===== config.mk =====
export PLATFORM = sky130hd
export DESIGN_NAME = minifloat12_add_sub_mul_top
export DESIGN_NICKNAME = d
export VERILOG_FILES = /design/src/rtl/core/mf12_pkg.sv /design/src/rtl/core/minifloat12_add_sub_mul_top.sv
export SDC_FILE = /design/constraint.sdc
export NUM_CORES = 1
export LEC_CHECK = 0
export BUFFER_PORTS_ARGS = -buffer_cell sky130_fd_sc_hd__buf_2
export CAP_MARGIN = 20
export CORE_MARGIN = 5
export CORE_UTILIZATION = 54
export CTS_BUF_LIST = sky130_fd_sc_hd__clkbuf_16
export CTS_CLUSTER_SIZE = 8
export DETAILED_ROUTE_END_ITERATION = 12
export GPL_TIMING_DRIVEN = 0
export HOLD_SLACK_MARGIN = 0.08
export PLACE_DENSITY = 0.76
export SETUP_SLACK_MARGIN = 0.05
export SYNTH_ARGS = -nofsm -noshare
export SYNTH_HDL_FRONTEND = slang
export SYNTH_SLANG_ARGS = --single-unit

===== constraint.sdc =====
create_clock -name clk -period 10.2 [get_ports clk]
set_input_delay 0.51 -clock clk [delete_from_list [all_inputs] [get_ports clk]]
set_output_delay 0.51 -clock clk [all_outputs]
set_load 0.01 [all_outputs]

===== src/rtl/core/mf12_pkg.sv =====
// ----------------------------------------------------------------------------
// mf12_pkg: shared types, constants and helpers for the 1-4-7 minifloat unit
// decodes operand fields and rounds an exact magnitude to the 12-bit format
// ----------------------------------------------------------------------------
package mf12_pkg;

  localparam logic [11:0] MF_NAN  = 12'h788;
  localparam logic [11:0] MF_INF  = 12'h780;
  localparam logic [11:0] MF_SIGN = 12'h800;
  localparam logic [6:0]  MF_FRAC = 7'h7F;
  localparam logic [3:0]  MF_EXP_MAX = 4'hF;

  // exact add magnitude: 8-bit mantissa shifted by up to 13, plus carry
  localparam int MAG_W = 22;

  typedef enum logic [1:0] {
    OP_ADD = 2'd0,
    OP_SUB = 2'd1,
    OP_MUL = 2'd2,
    OP_NEG = 2'd3
  } mf_op_t;

  typedef struct packed {
    logic       sign;
    logic       is_zero;
    logic       is_inf;
    logic       is_nan;
    logic [7:0] mant;     // hidden one plus fraction, zero for a zero operand
    logic [3:0] exp_eff;  // zero operand takes exponent 1
  } mf_fields_t;

  function automatic mf_fields_t mf_decode(logic [11:0] v);
    mf_fields_t f;
    f.sign    = v[11];
    f.is_zero = (v[10:7] == 4'd0);
    f.is_inf  = (v[10:7] == MF_EXP_MAX) && (v[6:0] == 7'd0);
    f.is_nan  = (v[10:7] == MF_EXP_MAX) && (v[6:0] != 7'd0);
    f.mant    = f.is_zero ? 8'd0 : {1'b1, v[6:0]};
    f.exp_eff = f.is_zero ? 4'd1 : v[10:7];
    return f;
  endfunction

  // round sign * mag * 2^scale (mag nonzero) to nearest-even
  function automatic logic [11:0] mf_round(logic s, logic [MAG_W-1:0] mag,
                                           logic signed [6:0] scale);
    logic [4:0]       p;
    logic [MAG_W-1:0] norm;
    logic [8:0]       mant;
    logic             guard;
    logic             sticky;
    logic signed [7:0] ex;
    logic [11:0]      res;
    p = 5'd0;
    for (int i = 0; i < MAG_W; i++) begin
      if (mag[i]) begin
        p = 5'(i);
      end
    end
    norm   = mag << (5'(MAG_W - 1) - p);
    mant   = {1'b0, norm[MAG_W-1 -: 8]};
    guard  = norm[MAG_W-9];
    sticky = |norm[MAG_W-10:0];
    if (guard && (sticky || norm[MAG_W-8])) begin
      mant = mant + 9'd1;
    end
    ex = $signed({3'b000, p}) + $signed({scale[6], scale}) + 8'sd7;
    if (mant[8]) begin
      ex = ex + 8'sd1;
    end
    if (ex >= 8'sd15) begin
      res = {s, MF_INF[10:0]};
    end else if (ex <= 8'sd0) begin
      res = {s, 11'd0};
    end else begin
      res = {s, ex[3:0], (mant[8] ? 7'd0 : mant[6:0])};
    end
    return res;
  endfunction

endpackage


===== src/rtl/core/minifloat12_add_sub_mul_top.sv =====
// ----------------------------------------------------------------------------
// minifloat12_add_sub_mul_top: 1-4-7 minifloat add / subtract / multiply / negate
// one operation per transaction, exact result rounded to nearest-even
// ----------------------------------------------------------------------------
//
//  channel  | ports                                          | handshake
//  ---------+------------------------------------------------+------------------------
//  input    | in_operation, in_operand_a, in_operand_b       | start && !busy
//  result   | out_result                                     | out_valid, one cycle
//
//  an accepted transaction is latched in the operand register, goes through one
//  pass of combinational float logic and lands in the result register, with
//  out_valid registered alongside the result
//  a new transaction is taken every cycle
//  busy stays low: nothing in the datapath holds a transaction back
//  synchronous active-low reset clears the valid flags only
//  the receiver cannot stall; each result shows for exactly one cycle
//
module minifloat12_add_sub_mul_top
  import mf12_pkg::*;
(
  input  logic        clk,
  input  logic        rst_n,
  input  logic        start,
  output logic        busy,
  input  logic [1:0]  in_operation,
  input  logic [11:0] in_operand_a,
  input  logic [11:0] in_operand_b,
  output logic        out_valid,
  output logic [11:0] out_result
);

  // operand register
  logic        vld_in_r;
  logic [1:0]  op_r;
  logic [11:0] a_r;
  logic [11:0] b_r;

  // result register
  logic        out_valid_r;
  logic [11:0] result_r;
  logic [11:0] result_nxt;

  // decoded operands
  mf_fields_t fa;
  mf_fields_t fb;
  mf_op_t     op;

  // adder datapath
  logic             sb_add;      // b sign after subtract flip
  logic             a_hi;        // a has the larger (or equal) exponent
  logic [3:0]       exp_diff;
  logic [3:0]       exp_min;
  logic [MAG_W-1:0] x_hi;
  logic [MAG_W-1:0] x_lo;
  logic             s_hi;
  logic             s_lo;
  logic [MAG_W-1:0] add_mag;
  logic             add_sign;
  logic [11:0]      add_res;
  logic signed [6:0] add_scale;

  // multiplier datapath
  logic             mul_sign;
  logic [15:0]      prod;
  logic signed [6:0] mul_scale;
  logic [11:0]      mul_res;

  assign busy = 1'b0;

  always_ff @(posedge clk) begin
    if (!rst_n) begin
      vld_in_r    <= 1'b0;
      out_valid_r <= 1'b0;
    end else begin
      vld_in_r    <= start && !busy;
      out_valid_r <= vld_in_r;
    end
    // payload registers run without reset
    if (start && !busy) begin
      op_r <= in_operation;
      a_r  <= in_operand_a;
      b_r  <= in_operand_b;
    end
    result_r <= result_nxt;
  end

  always_comb begin
    fa = mf_decode(a_r);
    fb = mf_decode(b_r);
    op = mf_op_t'(op_r);

    // ---- add / subtract: align smaller exponent side, exact sum ----
    sb_add   = (op == OP_SUB) ? ~fb.sign : fb.sign;
    a_hi     = (fa.exp_eff >= fb.exp_eff);
    exp_diff = a_hi ? (fa.exp_eff - fb.exp_eff) : (fb.exp_eff - fa.exp_eff);
    exp_min  = a_hi ? fb.exp_eff : fa.exp_eff;
    x_hi     = MAG_W'(a_hi ? fa.mant : fb.mant) << exp_diff;
    x_lo     = MAG_W'(a_hi ? fb.mant : fa.mant);
    s_hi     = a_hi ? fa.sign : sb_add;
    s_lo     = a_hi ? sb_add : fa.sign;
    if (s_hi == s_lo) begin
      add_mag  = x_hi + x_lo;
      add_sign = s_hi;
    end else if (x_hi >= x_lo) begin
      add_mag  = x_hi - x_lo;
      add_sign = s_hi;
    end else begin
      add_mag  = x_lo - x_hi;
      add_sign = s_lo;
    end
    add_scale = $signed({3'b000, exp_min}) - 7'sd14;

    priority if (fa.is_nan || fb.is_nan) begin
      add_res = MF_NAN;
    end else if (fa.is_inf && fb.is_inf) begin
      add_res = (fa.sign != sb_add) ? MF_NAN : {fa.sign, MF_INF[10:0]};
    end else if (fa.is_inf) begin
      add_res = {fa.sign, MF_INF[10:0]};
    end else if (fb.is_inf) begin
      add_res = {sb_add, MF_INF[10:0]};
    end else if (add_mag == '0) begin
      // like-signed zeros keep their sign, exact cancellation gives +0
      add_res = (s_hi == s_lo) ? {s_hi, 11'd0} : 12'd0;
    end else begin
      add_res = mf_round(add_sign, add_mag, add_scale);
    end

    // ---- multiply: 8x8 mantissa product ----
    mul_sign  = fa.sign ^ fb.sign;
    prod      = fa.mant * fb.mant;
    mul_scale = $signed({3'b000, fa.exp_eff}) + $signed({3'b000, fb.exp_eff}) - 7'sd28;

    priority if (fa.is_nan || fb.is_nan) begin
      mul_res = {mul_sign, MF_NAN[10:0]};
    end else if ((fa.is_zero && fb.is_inf) || (fb.is_zero && fa.is_inf)) begin
      mul_res = MF_NAN;
    end else if (fa.is_inf || fb.is_inf) begin
      mul_res = {mul_sign, MF_INF[10:0]};
    end else if (fa.is_zero || fb.is_zero) begin
      mul_res = {mul_sign, 11'd0};
    end else begin
      mul_res = mf_round(mul_sign, MAG_W'(prod), mul_scale);
    end

    unique case (op)
      OP_ADD, OP_SUB: result_nxt = add_res;
      OP_MUL:         result_nxt = mul_res;
      OP_NEG:         result_nxt = a_r ^ MF_SIGN;
      default:        result_nxt = a_r ^ MF_SIGN;
    endcase
  end

  assign out_valid  = out_valid_r;
  assign out_result = result_r;

  // ---- assertions ----

  // every accepted transaction yields a result
  a_result_follows: assert property (@(posedge clk) disable iff (!rst_n)
    (start && !busy) |=> ##1 out_valid)
    else $error("accepted transaction produced no result");

  // no result appears without an accepted transaction
  a_no_spurious: assert property (@(posedge clk) disable iff (!rst_n)
    !(start && !busy) |=> ##1 !out_valid)
    else $error("result strobe without an accepted transaction");

  // negate only flips the sign bit of operand a
  a_negate: assert property (@(posedge clk) disable iff (!rst_n)
    (out_valid && $past(start, 2) && ($past(in_operation, 2) == OP_NEG))
      |-> (out_result == ($past(in_operand_a, 2) ^ MF_SIGN)))
    else $error("negate result mismatch");

endmodule

==> results of run 1 <==
routing by layer:
metal  GRT usage, %  vias to the layer above  part of all wire [%]
met2           47.3                      868                    44
met3           4.36                      145                    10
met1           45.0                     6541                    43
met4           6.96                        0                   3.3
li1               -                     6293                     -
met5              0                        -                     0
final timing paths:
check,start,end,slack (ns)
max,a_r[8],out_result[5],0.20
max reg2reg,a_r[8],out_result[5],0.20
min,in_operation[1],op[1],0.39
min reg2reg,vld_in_r,out_valid,0.44
cell usage in the layout, fill, tap and decap left out, types with 38 or more instances in the layout:
cell type,n
ha_1,87
o21ai_0,60
clkbuf_1,40
nand2_1,110
buf_4,127
fa_1,39
nor2_1,122
a21oi_1,50
inv_1,131
and2_1,57
buf_2,55
nor3_1,39
nand3_1,38
kinds of logic (layout without fill, tap and decap cells):
| logic type | Yosys count | after routing | share of synthesized area, % |
|---|---|---|---|
| compound gates | 453 | 453 | 27.5 |
| fa+ha+maj | 145 | 145 | 17.6 |
| mux | 75 | 75 | 7.62 |
| simple gates | 598 | 599 | 26.5 |
| other cells | 1 | 2 | 0.0309 |
| flops | 40 | 40 | 8.73 |
| buf+inv | 243 | 406 | 7.81 |
| xor+xnor | 55 | 55 | 4.12 |
worst reg2reg max path: cells and delay by family (launching register included):
kind | cells | cell delay, ns
AOI/OAI and AO/OA | 13 | 2.95
xor gates and xnor gates | 1 | 0.14
adders and majority gates | 4 | 1.23
buffers and inverters | 9 | 1.33
DFF | 1 | 0.48
muxes | 3 | 1.06
and+or+nand+nor | 14 | 2.72
state kept, by name, summed over array words and instances, names as in the netlist:
register,cells
a_r,12
out_valid,1
op,2
out_result,12
b_r,12
vld_in_r,1
through the flow:
step                      TNS (ns)  setup slack, ns  utilization, %  instance area, um^2  hold slack [ns]
after floorplan                  0           0.0721               -                12200            0.412
after global placement      -21.05            -2.03            58.2                12800            0.420
after detailed placement    -21.96            -2.11            58.2                12800            0.430
after CTS                  -0.0100          -0.0100            64.7                14200            0.387
after global routing       -0.0609          -0.0413            68.6                15100            0.384
final                            0            0.205            68.6                15100            0.387
Yosys cell counts, types with 26 or more instances:
master,instances
a21o_1,26
nand3_1,42
a211oi_1,32
nor3_1,46
clkbuf_1,74
ha_1,101
inv_1,133
edfxtp_1,26
o21ai_0,77
fa_1,44
and3_1,40
nor2_1,130
xnor2_1,31
and2_1,60
mux2i_1,40
a21oi_1,56
nand2_1,114
layout make-up:
| type | count | area, um^2 | area share (%) |
|---|---|---|---|
| Antenna cell | 1 | 2.50 | 0.0166 |
| Buffer | 96 | 614 | 4.08 |
| Clock buffer | 5 | 125 | 0.831 |
| Clock inverter | 3 | 11.3 | 0.0748 |
| Inverter | 135 | 509 | 3.38 |
| Multi-Input combinational cell | 1328 | 11200 | 74.3 |
| Sequential cell | 40 | 1060 | 7.04 |
| Tap cell | 280 | 350 | 2.33 |
| Timing Repair Buffer | 167 | 1200 | 7.95 |
repair_timing:
item                                    in CTS  in global routing
pin swaps                                   52                 54
gates resized for setup                    179                132
buffers inserted                            78                 47
gates cloned                                 0                  1
endpoints found under the setup margin      11                 11
==> reports/results.txt, run 1 <==
outcome: finished clean
DRT Wirelength: 42700 um
period utilization: 98.0%
Tightest Pin Transition: 0.996 ns
Worst-Skew Late Latency: 0.29 ns
Horiz. Die Dim: 160 um
hold-fix buffer count after cts: 0
synthesized flop and latch total: 40
slowest cell on the critical path: fa_2
Data arrival, critical path: 10.19 ns
Tot GR Track Use: 30.5%
synth warn: 0
number of fill cells: 1728
share of layout cells above drive strength 1: 26.2%
CTS Buf Count: 5
sequential area share after synthesis: 8.73%
initial core utilization: 55.3%
Final GP Congestion: 0.978
critical path class: flip-flop to flip-flop
Area Growth Syn to Fin: 23.9%
Crit path depth: 44
number of synthesized flops with an enable pin: 26
async set or reset register ratio after synthesis: 0%
largest buffer count on any clock path: 2
CP Max Fanout: 8
routed vias/inst: 6.74
Mapped Cells: 1610
first-pass GRT wire length: 65600 um
fin crit period: 10.0 ns
Peak Freq: 100 MHz
Worst setup EP type: flip-flop
synthesized cell area: 0.0122 mm^2
# setup viols final: 0
Fin. Hold Viols: 0
H-Tree Depth: 2
syn avg cell area: 7.55 um^2
Clock Sink Count: 40
Yosys top cell area share: 10.4%
Post-DP HPWL: 31100 um
ANT nets after route: 0
Worst-path clk slew: 0.06 ns
startpoint types: flip-flop
delay of the slowest critical-path stage: 0.65 ns
max cap viols: 0
port bufs: 41
DR pass1 iterations: 7
die area: 0.0256 mm^2
Clock Skew: 0.00422 ns
Slew Viols, Final: 0
chip height: 160 um
dominant synthesized flop cell: edfxtp_1
Core Area: 0.0220 mm^2
syn nets: 1784
row count: 54
clock root buffer: clkbuf_16
grt total ovfl: 0
worst path buffer plus inverter count: 9
hold path depth: 1
R2R depth: 44
pin count of the biggest net entering global routing: 28
CTS tree: built
Worst slew margin: 31.9%
# DRC: 0
Unique masters post-synth: 110
Synth area leader: ha_1
vias after detailed routing: 13800
initial antenna violation count: 1
I/O pin cnt: 43
wire per inst: 20.8 um
Initial DRC Count: 1964
Synth area leaders: ha_1 10%, fa_1 7.2%, edfxtp_1 6.4%
final net count: 1947
CP required: 10.39 ns
Inst Count DP: 1932
Finished Layout Cells: 2055
critical path's top delay family: compound AO/OA/AOI/OAI gates
worst min path class: primary input to flip-flop
number of global-route vias before repair: 12600
Power of run 1 is not shown: default switching activity piles up to over one toggle a cycle in this logic, so the estimate is an artifact.
==> run 2: changes to the inputs <==
- BUFFER_PORTS_ARGS: -buffer_cell sky130_fd_sc_hd__buf_2 -> -buffer_cell sky130_fd_sc_hd__buf_4
==> reports/results.txt, run 2 (same netlist as run 1, synthesis figures left out) <==
pin count of the biggest net entering global routing: 28 (unchanged)
die area: 0.0256 mm^2 (unchanged)
most common cell after layout, fill and taps aside: buf_4
DRT Wirelength: 42600 um (-0.11%)
Clock Skew: 0.00405 ns (-0.000164 ns)
Worst setup EP type: flip-flop
routed vias/inst: 6.75 (+0.11%)
Area Growth Syn to Fin: 23.4%
# DRC: 0 (unchanged)
period utilization: 99.6% (+1.6 points)
initial antenna violation count: 0 (-1)
setup TNS: 0 ns (unchanged)
Tightest Pin Transition: 0.998 ns (+0.00197 ns)
CP required: 10.39 ns (about the same)
number of global-route vias before repair: 12700 (+0.37%)
Reg2Reg Launch Point: b_r[10]
Slew Viols, Final: 0 (unchanged)
max cap viols: 0 (unchanged)
crit path from: b_r[10]
row count: 54 (unchanged)
Worst slew margin: 31.7% (-0.13 points)
I/O pin cnt: 43 (unchanged)
clock root buffer: clkbuf_16
CTS Buf Count: 5 (unchanged)
Worst-path clk slew: 0.06 ns (about the same)
largest buffer count on any clock path: 2 (unchanged)
hold-fix buffer count after cts: 0 (unchanged)
Clock Sink Count: 40 (unchanged)
worst slack, placed: -2.07 ns (+0.0434 ns)
port bufs: 41 (unchanged)
delay of the slowest critical-path stage: 0.60 ns (-0.05 ns)
wire per inst: 20.8 um (+0.14%)
first-pass GRT wire length: 66200 um (+0.88%)
grt total ovfl: 0 (unchanged)
critical path class: flip-flop to flip-flop
Fin. Hold Viols: 0 (unchanged)
DR pass1 iterations: 6 (-1)
Tot GR Track Use: 30.7% (+0.14 points)
Horiz. Die Dim: 160 um (unchanged)
Hold Crit Start: in_operand_b[11]
PnR worst setup slack: 0.0372 ns (-0.167 ns)
most frequent cells in the layout: 164 x buf_4, 129 x inv_1, 122 x nor2_1
CP Max Fanout: 8 (unchanged)
Inst Count DP: 1932 (unchanged)
chip height: 160 um (unchanged)
worst min path class: primary input to flip-flop
Finished Layout Cells: 2050 (-0.24%)
share of layout cells above drive strength 1: 26.1% (-0.054 points)
vias after detailed routing: 13800 (-0.13%)
Data arrival, critical path: 10.35 ns (+0.16 ns)
initial core utilization: 55.3% (unchanged)
fin crit period: 10.16 ns (+0.167 ns)
startpoint types: flip-flop
RSZ-0062 raised after global routing: yes
antenna fix cells: 0 (-1)
Initial DRC Count: 1647 (-16%)
outcome: finished clean
Peak Freq: 98.4 MHz (-1.6%)
H-Tree Depth: 2 (unchanged)
final net count: 1943 (-0.21%)
Core Area: 0.0220 mm^2 (unchanged)
Worst-Skew Late Latency: 0.29 ns (about the same)
ANT nets after route: 0 (unchanged)
CTS tree: built
Post-DP HPWL: 31400 um (+0.75%)
# setup viols final: 0 (unchanged)
slowest cell on the critical path: or4_4
WHS: 0.390 ns (+0.00281 ns)
Final GP Congestion: 0.999 (+2.2%)
run 2: cell count changes in the layout (fill, tap and decap cells not counted), sizes merged:
cell,change
clkinv,+1
inv,-1
diode,-1
buf,-1
clkbuf,-2
nand2b,-1
run 2: per-stage QoR:
step / instance area [um^2] / utilization, %
2_1_floorplan: 12200 / -
3_3_place_gp: 12900 / 58.6
3_5_place_dp: 12900 / 58.7
4_1_cts: 14200 / 64.5
5_1_grt: 15000 / 68.3
6_report: 15000 / 68.3
run 2: worst paths after layout:
kind | cells after the start | to | slack (ns)
min reg2reg | 1 | out_valid | 0.44
max reg2reg | 45 | out_result[0] | 0.04
max | 45 | out_result[0] | 0.04
min | 1 | b_r[11] | 0.39
run 2: critical path, delay by kind of cell, from the launching register on:
family | cells | cell delay (ns)
simple gates | 13 | 3.20
compound gates | 15 | 3.01
buf+inv | 11 | 1.43
fa+ha+maj | 4 | 1.19
mux | 2 | 0.78
flops | 1 | 0.41
run 2: final cells by class:
cell class / instances / area, um^2
multi-input combinational: 1327 / 11100
fill: 1766 / 6960
timing repair buffer: 163 / 1250
sequential: 40 / 1060
buffer: 97 / 593
inverter: 135 / 509
tap: 280 / 350
clock buffer: 5 / 125
clock inverter: 3 / 11.3
run 2: metal layers:
| metal | wire length [um] | GRT usage [%] |
|---|---|---|
| met5 | 0 | 0 |
| met4 | 964 | 5.55 |
| met3 | 4660 | 5.08 |
| met2 | 19200 | 48.7 |
| met1 | 17800 | 44.4 |
run 2: timing repair:
action	CTS	global route
gates resized for setup	177	111
endpoints found under the setup margin	11	11
setup buffers	65	57
pin swaps	38	55
Power of run 2 is left out for the same reason.
